## config.mk

```make
export PLATFORM = sky130hd
export DESIGN_NAME = isometric_tile_projection
export DESIGN_NICKNAME = d
export VERILOG_FILES = /design/src/hdl/itp_pkg.sv /design/src/hdl/itp_core.sv /design/src/hdl/isometric_tile_projection.sv
export SDC_FILE = /design/constraint.sdc
export NUM_CORES = 1
export LEC_CHECK = 0
export BUFFER_PORTS_ARGS = -buffer_cell sky130_fd_sc_hd__buf_2
export CORE_MARGIN = 5
export CORE_UTILIZATION = 25
export CTS_BUF_LIST = sky130_fd_sc_hd__clkbuf_2 sky130_fd_sc_hd__clkbuf_4 sky130_fd_sc_hd__clkbuf_8
export CTS_CLUSTER_SIZE = 16
export DETAILED_ROUTE_END_ITERATION = 8
export PLACE_DENSITY = 0.39
export SLEW_MARGIN = 20
export SYNTH_ARGS = -nofsm -noshare
export SYNTH_HDL_FRONTEND = slang
export SYNTH_SLANG_ARGS = --single-unit
export TNS_END_PERCENT = 10
```

## constraint.sdc

```tcl
create_clock -name i_clk -period 46.3 [get_ports i_clk]
set_input_delay 6.945 -clock i_clk [delete_from_list [all_inputs] [get_ports i_clk]]
set_output_delay 6.945 -clock i_clk [all_outputs]
set_load 0.02 [all_outputs]
```

## src/hdl/itp_pkg.sv

```systemverilog
// Shared types and constants for the isometric tile projection block.
package itp_pkg;

    // Operation codes carried in the func field.
    localparam logic [1:0] FUNC_TILE   = 2'd0;
    localparam logic [1:0] FUNC_FINE   = 2'd1;
    localparam logic [1:0] FUNC_SCREEN = 2'd2;

    // Configuration register indexes.
    localparam int unsigned CFG_IDX_W = 3;
    localparam int unsigned CFG_DATA_W = 12;
    localparam logic [CFG_IDX_W-1:0] REG_SCREEN_WIDTH  = 3'd0;
    localparam logic [CFG_IDX_W-1:0] REG_SCREEN_HEIGHT = 3'd1;
    localparam logic [CFG_IDX_W-1:0] REG_CAMERA_X      = 3'd2;
    localparam logic [CFG_IDX_W-1:0] REG_CAMERA_Y      = 3'd3;
    localparam logic [CFG_IDX_W-1:0] REG_ROTATION      = 3'd4;
    localparam logic [CFG_IDX_W-1:0] REG_ZOOM          = 3'd5;

    // Zoom scaling: tile steps are 8/16/32 by 4/8/16, height steps 5/10/20.
    localparam logic [1:0] ZOOM_MAX     = 2'd2;
    localparam logic [2:0] STEP_X_SHIFT = 3'd3;
    localparam logic [2:0] STEP_Y_SHIFT = 3'd2;
    localparam int         LIFT_BASE    = 5;
    // Fine coordinates are in 1/256 tile.
    localparam logic [3:0] FINE_SHIFT   = 4'd8;

    // Reset values of the screen size and view registers.
    localparam logic [11:0] SCREEN_WIDTH_RESET  = 12'd640;
    localparam logic [11:0] SCREEN_HEIGHT_RESET = 12'd480;
    localparam logic [1:0]  ROTATION_RESET      = 2'd0;
    localparam logic [1:0]  ZOOM_RESET          = 2'd1;

    typedef struct packed {
        logic [1:0]         func;
        logic signed [19:0] coord_a;
        logic signed [19:0] coord_b;
        logic signed [15:0] height;
    } t_in_item;

    typedef struct packed {
        logic signed [31:0] out_a;
        logic signed [31:0] out_b;
        logic signed [31:0] depth_key;
    } t_out_item;

    typedef struct packed {
        logic [11:0] screen_width;
        logic [11:0] screen_height;
        logic [8:0]  camera_x;
        logic [8:0]  camera_y;
        logic [1:0]  rotation;
        logic [1:0]  zoom;
    } t_cfg;

endpackage

```

## src/hdl/itp_core.sv

```systemverilog
// Combinational projection datapath: one item in, one result out.
module itp_core
    import itp_pkg::*;
(
    input  t_cfg      i_cfg,
    input  t_in_item  i_item,
    output t_out_item o_item
);

    // Arithmetic right shift that truncates toward zero like a C division.
    function automatic logic signed [31:0] trunc_shr(input logic signed [31:0] x,
                                                     input logic [3:0] sh);
        logic signed [31:0] bias;
        bias = x[31] ? ((32'sd1 <<< sh) - 32'sd1) : 32'sd0;
        return (x + bias) >>> sh;
    endfunction

    logic [1:0]         z;
    logic [2:0]         xsh;
    logic [2:0]         ysh;
    logic               neg;
    logic signed [19:0] a_s;
    logic signed [19:0] b_s;
    logic signed [15:0] h_s;
    logic [17:0]        base_x;
    logic [17:0]        base_y;
    logic signed [20:0] dx;
    logic signed [20:0] dy;
    logic signed [21:0] u;
    logic signed [21:0] v;
    logic signed [22:0] um1;
    logic signed [27:0] px_full;
    logic signed [25:0] py_full;
    logic signed [18:0] h5;
    logic signed [20:0] hg;
    logic signed [31:0] cw;
    logic signed [31:0] ch;
    logic signed [31:0] cx;
    logic signed [31:0] cy;
    logic signed [31:0] pxs;
    logic signed [31:0] pys;
    logic signed [31:0] hs;
    logic signed [31:0] sv;
    logic signed [31:0] t1;
    logic signed [31:0] t2;
    logic signed [31:0] t3;
    logic signed [31:0] tt;
    logic signed [31:0] ra;
    logic signed [31:0] rb;
    logic               fine;

    always_comb begin
        z    = (i_cfg.zoom > ZOOM_MAX) ? ZOOM_MAX : i_cfg.zoom;
        xsh  = STEP_X_SHIFT + 3'(z);
        ysh  = STEP_Y_SHIFT + 3'(z);
        neg  = i_cfg.rotation[1];
        fine = (i_item.func == FUNC_FINE);
        a_s  = i_item.coord_a;
        b_s  = i_item.coord_b;
        h_s  = i_item.height;
        cw   = 32'(i_cfg.screen_width >> 1);
        ch   = 32'(i_cfg.screen_height >> 1);
        cx   = 32'(i_cfg.camera_x);
        cy   = 32'(i_cfg.camera_y);

        // Offset from the camera tile, in tile or fine units.
        base_x = fine ? {1'b0, i_cfg.camera_x, 8'd0} : {9'd0, i_cfg.camera_x};
        base_y = fine ? {1'b0, i_cfg.camera_y, 8'd0} : {9'd0, i_cfg.camera_y};
        dx = 21'(a_s) - 21'({3'd0, base_x});
        dy = 21'(b_s) - 21'({3'd0, base_y});

        // Odd rotations swap the diamond axes.
        if (i_cfg.rotation[0]) begin
            u = -22'(dx) - 22'(dy);
            v = 22'(dx) - 22'(dy);
        end else begin
            u = 22'(dx) - 22'(dy);
            v = 22'(dx) + 22'(dy);
        end
        um1     = 23'(u) - 23'sd1;
        px_full = 28'(um1) <<< xsh;
        py_full = 26'(v) <<< ysh;
        h5      = 19'(h_s) * 19'(LIFT_BASE);
        hg      = 21'(h5) <<< z;

        pxs = fine ? trunc_shr(32'(px_full), FINE_SHIFT) : 32'(px_full);
        pys = fine ? trunc_shr(32'(py_full), FINE_SHIFT) : 32'(py_full);
        hs  = fine ? trunc_shr(32'(hg), FINE_SHIFT) : 32'(hg);
        sv  = neg ? -32'(v) : 32'(v);

        // Screen back to tile.
        t1 = trunc_shr(32'(a_s) - cw, {1'b0, xsh});
        t2 = trunc_shr(32'(b_s) - ch, {1'b0, ysh});
        t3 = trunc_shr(t2 - t1 + 32'sd1, 4'd1);
        tt = t1 + t3;
        unique case (i_cfg.rotation)
            2'd0: begin
                ra = tt;
                rb = t3;
            end
            2'd1: begin
                ra = t3;
                rb = -tt;
            end
            2'd2: begin
                ra = -tt;
                rb = -t3;
            end
            default: begin
                ra = -t3;
                rb = tt;
            end
        endcase

        unique case (i_item.func)
            FUNC_TILE, FUNC_FINE: begin
                o_item.out_a     = cw + (neg ? -pxs : pxs);
                o_item.out_b     = ch + (neg ? -pys : pys) - hs;
                o_item.depth_key = fine ? sv : (sv <<< FINE_SHIFT);
            end
            FUNC_SCREEN: begin
                o_item.out_a     = ra + cx;
                o_item.out_b     = rb + cy;
                o_item.depth_key = 32'sd0;
            end
            default: begin
                o_item.out_a     = 32'sd0;
                o_item.out_b     = 32'sd0;
                o_item.depth_key = 32'sd0;
            end
        endcase
    end

endmodule

```

## src/hdl/isometric_tile_projection.sv

```systemverilog
// Top level of the isometric tile projection block: handshake, registers, config.
//
// Converts map tile coordinates to screen pixels of a 2:1 isometric view, from
// whole tiles (func 0) or 1/256-tile fine coordinates (func 1), and maps a
// screen point back to a map tile (func 2). Each input transfer yields exactly
// one result transfer, in order.
// The input channel (i_in_valid / o_in_ready / i_in_item) feeds an input
// register; one short combinational pass through itp_core feeds the result
// register that drives the output channel (o_out_valid / i_out_ready /
// o_out_item). An item accepted into the input register is loaded into the
// result register and presented there, and its result transfer completes
// when the receiver takes it. While the receiver does not stall, a new item
// can be accepted in every cycle, so the sustained rate is one item per cycle.
// When the receiver stalls, the result register holds its transfer, the input
// register takes one more item only if it is empty, and then o_in_ready drops
// until the receiver takes the result; no item is lost or repeated.
// The configuration port writes one register per cycle with i_cfg_we; the
// registers must only be changed while no item is in flight.
// A synchronous active-low reset empties both registers and loads the view
// registers with their defaults (640x480 screen, camera at the map center,
// no rotation, zoom level 1).
module isometric_tile_projection
    import itp_pkg::*;
#(
    parameter int MAP_WIDTH  = 512,
    parameter int MAP_HEIGHT = 512
) (
    input  logic                  i_clk,
    input  logic                  i_rst_n,
    input  logic                  i_cfg_we,
    input  logic [CFG_IDX_W-1:0]  i_cfg_idx,
    input  logic [CFG_DATA_W-1:0] i_cfg_data,
    input  logic                  i_in_valid,
    output logic                  o_in_ready,
    input  t_in_item              i_in_item,
    output logic                  o_out_valid,
    input  logic                  i_out_ready,
    output t_out_item             o_out_item
);

    // The camera resets to the map center, kept to the register width.
    localparam logic [8:0] CamXReset = 9'(MAP_WIDTH / 2);
    localparam logic [8:0] CamYReset = 9'(MAP_HEIGHT / 2);

    t_cfg      r_cfg;
    logic      r_in_valid;
    t_in_item  r_in;
    logic      r_out_valid;
    t_out_item r_out;
    t_out_item n_out;
    logic      out_free;
    logic      advance;

    // The result register can load when it is empty or its transfer completes.
    assign out_free   = !r_out_valid || i_out_ready;
    assign advance    = r_in_valid && out_free;
    assign o_in_ready = !r_in_valid || out_free;

    itp_core u_core (
        .i_cfg  (r_cfg),
        .i_item (r_in),
        .o_item (n_out)
    );

    // Control state and configuration registers.
    always_ff @(posedge i_clk) begin
        if (!i_rst_n) begin
            r_in_valid          <= 1'b0;
            r_out_valid         <= 1'b0;
            r_cfg.screen_width  <= SCREEN_WIDTH_RESET;
            r_cfg.screen_height <= SCREEN_HEIGHT_RESET;
            r_cfg.camera_x      <= CamXReset;
            r_cfg.camera_y      <= CamYReset;
            r_cfg.rotation      <= ROTATION_RESET;
            r_cfg.zoom          <= ZOOM_RESET;
        end else begin
            if (o_in_ready) begin
                r_in_valid <= i_in_valid;
            end
            if (out_free) begin
                r_out_valid <= r_in_valid;
            end
            if (i_cfg_we) begin
                unique case (i_cfg_idx)
                    REG_SCREEN_WIDTH:  r_cfg.screen_width  <= i_cfg_data;
                    REG_SCREEN_HEIGHT: r_cfg.screen_height <= i_cfg_data;
                    REG_CAMERA_X:      r_cfg.camera_x      <= i_cfg_data[8:0];
                    REG_CAMERA_Y:      r_cfg.camera_y      <= i_cfg_data[8:0];
                    REG_ROTATION:      r_cfg.rotation      <= i_cfg_data[1:0];
                    REG_ZOOM:          r_cfg.zoom          <= i_cfg_data[1:0];
                    default: ;
                endcase
            end
        end
    end

    // Payload registers load only on a transfer into their stage.
    always_ff @(posedge i_clk) begin
        if (i_in_valid && o_in_ready) begin
            r_in <= i_in_item;
        end
        if (advance) begin
            r_out <= n_out;
        end
    end

    assign o_out_valid = r_out_valid;
    assign o_out_item  = r_out;

endmodule
```

==> run_results.csv, run 1 <==
group,metric,value,unit
synthesis,synth.top_cell.area_share,0.139,
pwr,pwr_density_cell,79.0,mW/mm²
grt,grt_remaining_overflow,0,
clock_tree,cts_buffers,17,
clock_tree,clkSinkCount,200,
critical_path,required,46710,ps
clock_tree,path_clk_slew,140,ps
drt,route.detailed.drc,0,
drt,drt_pass1_iterations,6,
drt,wl_per_cell,23.5,µm
final_layout,syn2layout_area_growth,9.27,%
placed_design,place_congestion,0.888,
synthesis,seq_area_frac_synth,0.149,
pwr,peakVddDrop,0.0535,mV
drt,wl,164,mm
drt,drtAntennaViolNets,0,
synthesis,synth_commonest_cells,"nand2_1, nor2_1, ha_1",
die,dieWidth,396,µm
die,num_rows,141,
clock_tree,cts_max_level,4,
sta,rsz0062_at_grt,"false",
clock_tree,cts-root-buf,"clkbuf_8",
synthesis,syn_area,0.0372,mm²
synthesis,synth_area_leader_cell,"ha_1",
synthesis,synthCells,4969,
placed_design,hpwl,136,mm
grt,grt_start_max_net_pins,78,
synthesis,synth_ff_type,"edfxtp_1",
synthesis,ys_ff_latch,200,
pwr,leakagePower,16.3,nW
synthesis,synth-edff-count,154,
clock_tree,worstSkewPairLatency,660,ps
die,io_pins,176,
sta,finClkSkew,25.6,ps
die,die_h,396,µm
hold_path,min_path_type,"flip-flop to flip-flop",
critical_path,slowest_delay,720,ps
drt,drt_iter0_markers,2915,
sta,finalHoldViolCount,0,
sta,relSlewSlack,0.0672,
synthesis,synth_most_common_cell,"nand2_1",
final_layout,nets,5552,
final_layout,finalInstanceArea,0.0406,mm²
synthesis,avgSynthCellArea,7.48,µm²
pwr,report.power.total,3.21,mW
synthesis,synthTopCellsByArea,"ha_1, edfxtp_1, xnor2_1",
clock_tree,ctsResizeCount,0,
grt,grt_first_pass_wirelength,237,mm
die,core,0.148,mm²
clock_tree,clockBufferDepth,2,
critical_path,critPathBufInv,5,
placed_design,place_area,0.0402,mm²
sta,period_minus_slack,18890,ps
sta,maxSlewViolCount,0,
critical_path,setup.worst_path.class,"flip-flop to flip-flop",
critical_path,worstPathArrival,19300,ps
critical_path,worstSetupStartpoint,"r_in[36]",
final_layout,fillers,16300,
critical_path,reg2reg_from,"r_in[36]",
placed_design,portBuffers,175,
grt,grt_pass1_vias,34900,
synthesis,yosys_warnings,0,
clock_tree,cts_tree,"built",
synthesis,synth-async-reset-ratio,0,
job,max_cap_viol_count,0,
sta,setup_violations,0,
sta,holdWs,478,ps
grt,grt_usage,0.201,
die,die-area,0.157,mm²
hold_path,hp-start,"r_cfg[31]",
critical_path,critPathMaxFanout,19,
sta,worst_slew_pin_slew,1380,ps
drt,vias,37600,
final_layout,drive_above_1_share,0.0838,
die,initial_core_util,0.252,
critical_path,crit_path_start_kind,"flip-flop",
outcome,outcome,"finished clean",
grt,antenna_found_initial,11,
critical_path,cp_common_cell,"a21oi_1",
critical_path,critPathTopFamily,"compound AO/OA/AOI/OAI gates",
critical_path,slowest_stage,"nor3_1",
critical_path,endpoint_kind,"flip-flop",
sta,totalNegativeSetupSlack,0,ps
synthesis,yosysUniqueCellTypes,120,
sta,fmax,0.0529,GHz
sta,period_share,0.408,
clock_tree,hold_buffers,0,
drt,viasPerCell,5.39,
clock_tree,post_cts_buffers,0,
-- registers in the layout, summed over array words and instances, names as in the netlist --
name and count:
o_out_valid 1, r_cfg 44, r_in_valid 1, o_out_item 96, r_in 58
-- path summary, 6_finish.rpt --
path	to	slack (ps)	cells after the start
max reg2reg	o_out_item[63]	27410	73
min reg2reg	r_cfg[31]	480	2
max	o_out_item[63]	27410	73
min	r_cfg[31]	480	2
-- worst register-to-register path: cells and delay by family (launching register included) --
family                     cells  cell delay [ps]
and+or+nand+nor               22             5920
buffers and inverters          5              760
adders and majority gates      8             2480
xor gates and xnor gates       5             1720
DFF                            1              340
AOI/OAI and AO/OA             32             7090
muxes                          1              360
-- cell type report --
| type | instances | area [µm²] | share of cell area |
|---|---|---|---|
| timing repair buffer | 229 | 1280 | 0.0316 |
| sequential | 200 | 5560 | 0.137 |
| clock buffer | 17 | 234 | 0.00576 |
| tap | 1930 | 2410 | 0.0594 |
| antenna | 5 | 12.5 | 0.000308 |
| clock inverter | 15 | 156 | 0.00385 |
| inverter | 293 | 1100 | 0.0271 |
| multi-input combinational | 4294 | 29900 | 0.735 |
-- report_power, final --
group          total (mW)  internal [mW]  leakage, nW  switching [mW]
combinational        2.84          0.976         14.3            1.86
clock               0.125         0.0401        0.191          0.0845
sequential          0.251          0.237         1.85          0.0139
total                3.21           1.25         16.3            1.96
-- cells in the final DEF, fill, tap and decap left out, types with 21 or more instances in the layout --
master,instances
a31oi_1,60
nand4_1,64
or3_1,65
nor3b_1,24
conb_1,33
xnor2_1,270
a21oi_1,312
a21o_1,144
dfxtp_1,42
xor2_1,174
o21bai_1,62
o221ai_1,21
o21ai_0,312
or2_2,32
and3_1,54
mux2_2,31
nand2_1,486
a211o_1,21
fa_1,25
nor2_1,417
o31ai_1,50
o31a_1,21
o22ai_1,55
nor4_1,42
buf_2,175
nor3_1,140
a211oi_1,54
a21boi_0,54
ha_1,414
inv_1,285
nand2b_1,65
o211ai_1,54
nor2b_1,51
o21a_1,42
buf_4,52
and2_1,46
edfxtp_1,154
mux2i_1,66
nand3_1,143
-- metal layers --
layer / up-vias / track usage / wire, µm
li1: 18500 / - / -
met1: 18100 / 0.290 / 80000
met2: 974 / 0.305 / 69300
met3: 128 / 0.0407 / 10100
met4: 2 / 0.0547 / 4610
met5: - / 0 / 7
-- through the flow --
stage                util  instances  worst slack (ps)
finish              0.275       6983             27410
global route        0.275       6978             25860
CTS                 0.275       6977             27510
detailed placement  0.272       6945             27680
global placement    0.272       6944             27850
floorplan               -       5000             30620
-- logic make-up (layout without fill, tap and decap cells) --
family | count (synthesis) | count (layout) | share of synthesized area
compound gates | 1534 | 1534 | 0.281
xor+xnor | 445 | 445 | 0.105
fa+ha+maj | 439 | 439 | 0.153
buf+inv | 506 | 554 | 0.0522
flops | 200 | 200 | 0.149
mux | 99 | 99 | 0.0279
other cells | 2 | 38 | 0.000202
simple gates | 1744 | 1744 | 0.232
(Power assumes the default switching activity.)
==> run 2, diff against run 1 <==
==> constraint.sdc (replaced) <==
create_clock -name i_clk -period 17.8 [get_ports i_clk]
set_input_delay 2.67 -clock i_clk [delete_from_list [all_inputs] [get_ports i_clk]]
set_output_delay 2.67 -clock i_clk [all_outputs]
set_load 0.02 [all_outputs]
==> run_results.csv, run 2 (synthesized netlist as in run 1, its figures left out) <==
group,metric,value,unit
sta,worst_slew_pin_slew,1300,ps
critical_path,crit_path_start_kind,"flip-flop",
pwr,report.power.total,8.48,mW
critical_path,r2r_slack,1420,ps
critical_path,worstPathArrival,16800,ps
drt,wl,166,mm
grt,grt_most_used_layer,"met2",
critical_path,slowest_delay,540,ps
die,num_rows,141,
sta,rsz0062_at_grt,"false",
clock_tree,hold_buffers,0,
sta,finalHoldViolCount,0,
drt,vias,38000,
final_layout,nets,5577,
final_layout,largest_reg_flops,96,
pwr,peakVddDrop,0.174,mV
clock_tree,cts_tree,"built",
pwr,leakagePower,16.5,nW
sta,period_share,0.920,
drt,viasPerCell,5.42,
critical_path,r2r_end,"o_out_item[63]",
grt,grt_usage,0.203,
placed_design,hpwl,137,mm
final_layout,final_common_cell,"nand2_1",
die,initial_core_util,0.252,
grt,grt_first_pass_wirelength,240,mm
final_layout,drive_above_1_share,0.0909,
hold_path,hp-start,"r_cfg[24]",
placed_design,portBuffers,175,
critical_path,required,18220,ps
hold_path,hold_end,"r_cfg[24]",
clock_tree,clockBufferDepth,2,
clock_tree,clkSinkCount,200,
grt,antenna_found_initial,17,
critical_path,endpoint_kind,"flip-flop",
critical_path,cp_common_cell,"a21oi_1",
grt,met1_usage,0.300,
final_layout,layout_common_cells,"nand2_1, nor2_1, ha_1",
die,die_h,396,µm
sta,totalNegativeSetupSlack,0,ps
grt,grt_use_met3,0.0271,
critical_path,setup.worst_path.class,"flip-flop to flip-flop",
critical_path,slowest_stage,"or3b_2",
clock_tree,cts_buffers,17,
critical_path,critPathMaxFanout,9,
sta,fmax,0.0610,GHz
outcome,outcome,"finished clean",
hold_path,min_path_type,"flip-flop to flip-flop",
final_layout,syn2layout_area_growth,10.1,%
placed_design,place_congestion,0.922,
job,max_cap_viol_count,0,
clock_tree,cts-root-buf,"clkbuf_8",
drt,route.detailed.drc,0,
die,dieWidth,396,µm
grt,use_met2,0.313,
die,die-area,0.157,mm²
grt,grt_start_max_net_pins,96,
sta,setup_violations,0,
critical_path,rr_worst_depth,75,
sta,period_minus_slack,16380,ps
drt,drt_pass1_iterations,6,
hold_path,hold_depth,2,
grt,grt_pass1_vias,35200,
critical_path,reg2reg_from,"r_in[36]",
die,core,0.148,mm²
clock_tree,worstSkewPairLatency,680,ps
sta,finClkSkew,31.2,ps
sta,maxSlewViolCount,0,
die,io_pins,176,
clock_tree,path_clk_slew,140,ps
clock_tree,cts_max_level,4,
drt,drt_iter0_markers,3295,
drt,wl_per_cell,23.7,µm
drt,drtAntennaViolNets,0,
pwr,pwr_density_cell,207,mW/mm²
grt,grt_remaining_overflow,0,
sta,relSlewSlack,0.121,
-- run 2: how the worst max path moves through the flow --
stage                        start              to  cells after the start  slack (ps)
after floorplan           r_cfg[1]  o_out_item[63]                     69        2120
after global placement    r_in[36]  o_out_item[63]                     68         270
after detailed placement  r_in[36]  o_out_item[63]                     68          40
after CTS                 r_in[36]  o_out_item[63]                     71          60
after global routing      r_in[36]  o_out_item[63]                     76          20
final                     r_in[36]  o_out_item[63]                     75        1420
-- run 2: cell type report --
cell class / instances / area (µm²)
well taps: 1930 / 2410
flip-flops and latches: 200 / 5560
fillers: 16300 / 107000
clock inverters: 14 / 155
inverters: 293 / 1100
multi-input cells: 4294 / 30000
repair buffers: 254 / 1480
diodes: 5 / 12.5
clock buffers: 17 / 234
-- run 2: routing by layer --
layer  vias up  share of wire  wire length, µm
li1      18500              -                -
met1     18300           0.49            81800
met2      1044           0.43            71000
met3       117          0.056             9240
met4         2          0.022             3680
met5         -       0.000042                7
-- run 2: what timing repair did --
action,4_1_cts,5_1_grt
pin swaps,0,2
resized for setup,2,23
gates cloned,0,0
setup buffers,0,4
setup endpoints to repair,2,24
-- run 2: worst max-delay path, delay by kind of cell, from the launching register on --
kind	cells	cell delay, ps
simple gates	19	3850
fa+ha+maj	8	2390
buf+inv	7	780
compound gates	35	7490
flops	1	360
mux	1	360
xor+xnor	5	870
-- run 2: stage by stage --
step	area [µm²]	hold slack [ps]	setup WS (ps)	util	cells
finish	41000	476	1420	0.277	7007
detailed placement	40400	459	42.0	0.273	6967
global route	40900	502	19.9	0.277	7003
CTS	40800	476	63.8	0.276	6998
floorplan	37300	443	2120	-	5000
global placement	40400	453	272	0.273	6967
-- run 2: power by group --
group / switching (mW) / internal, mW / leakage, nW
clock: 0.214 / 0.116 / 0.196
combinational: 4.88 / 2.61 / 14.5
sequential: 0.0377 / 0.616 / 1.85
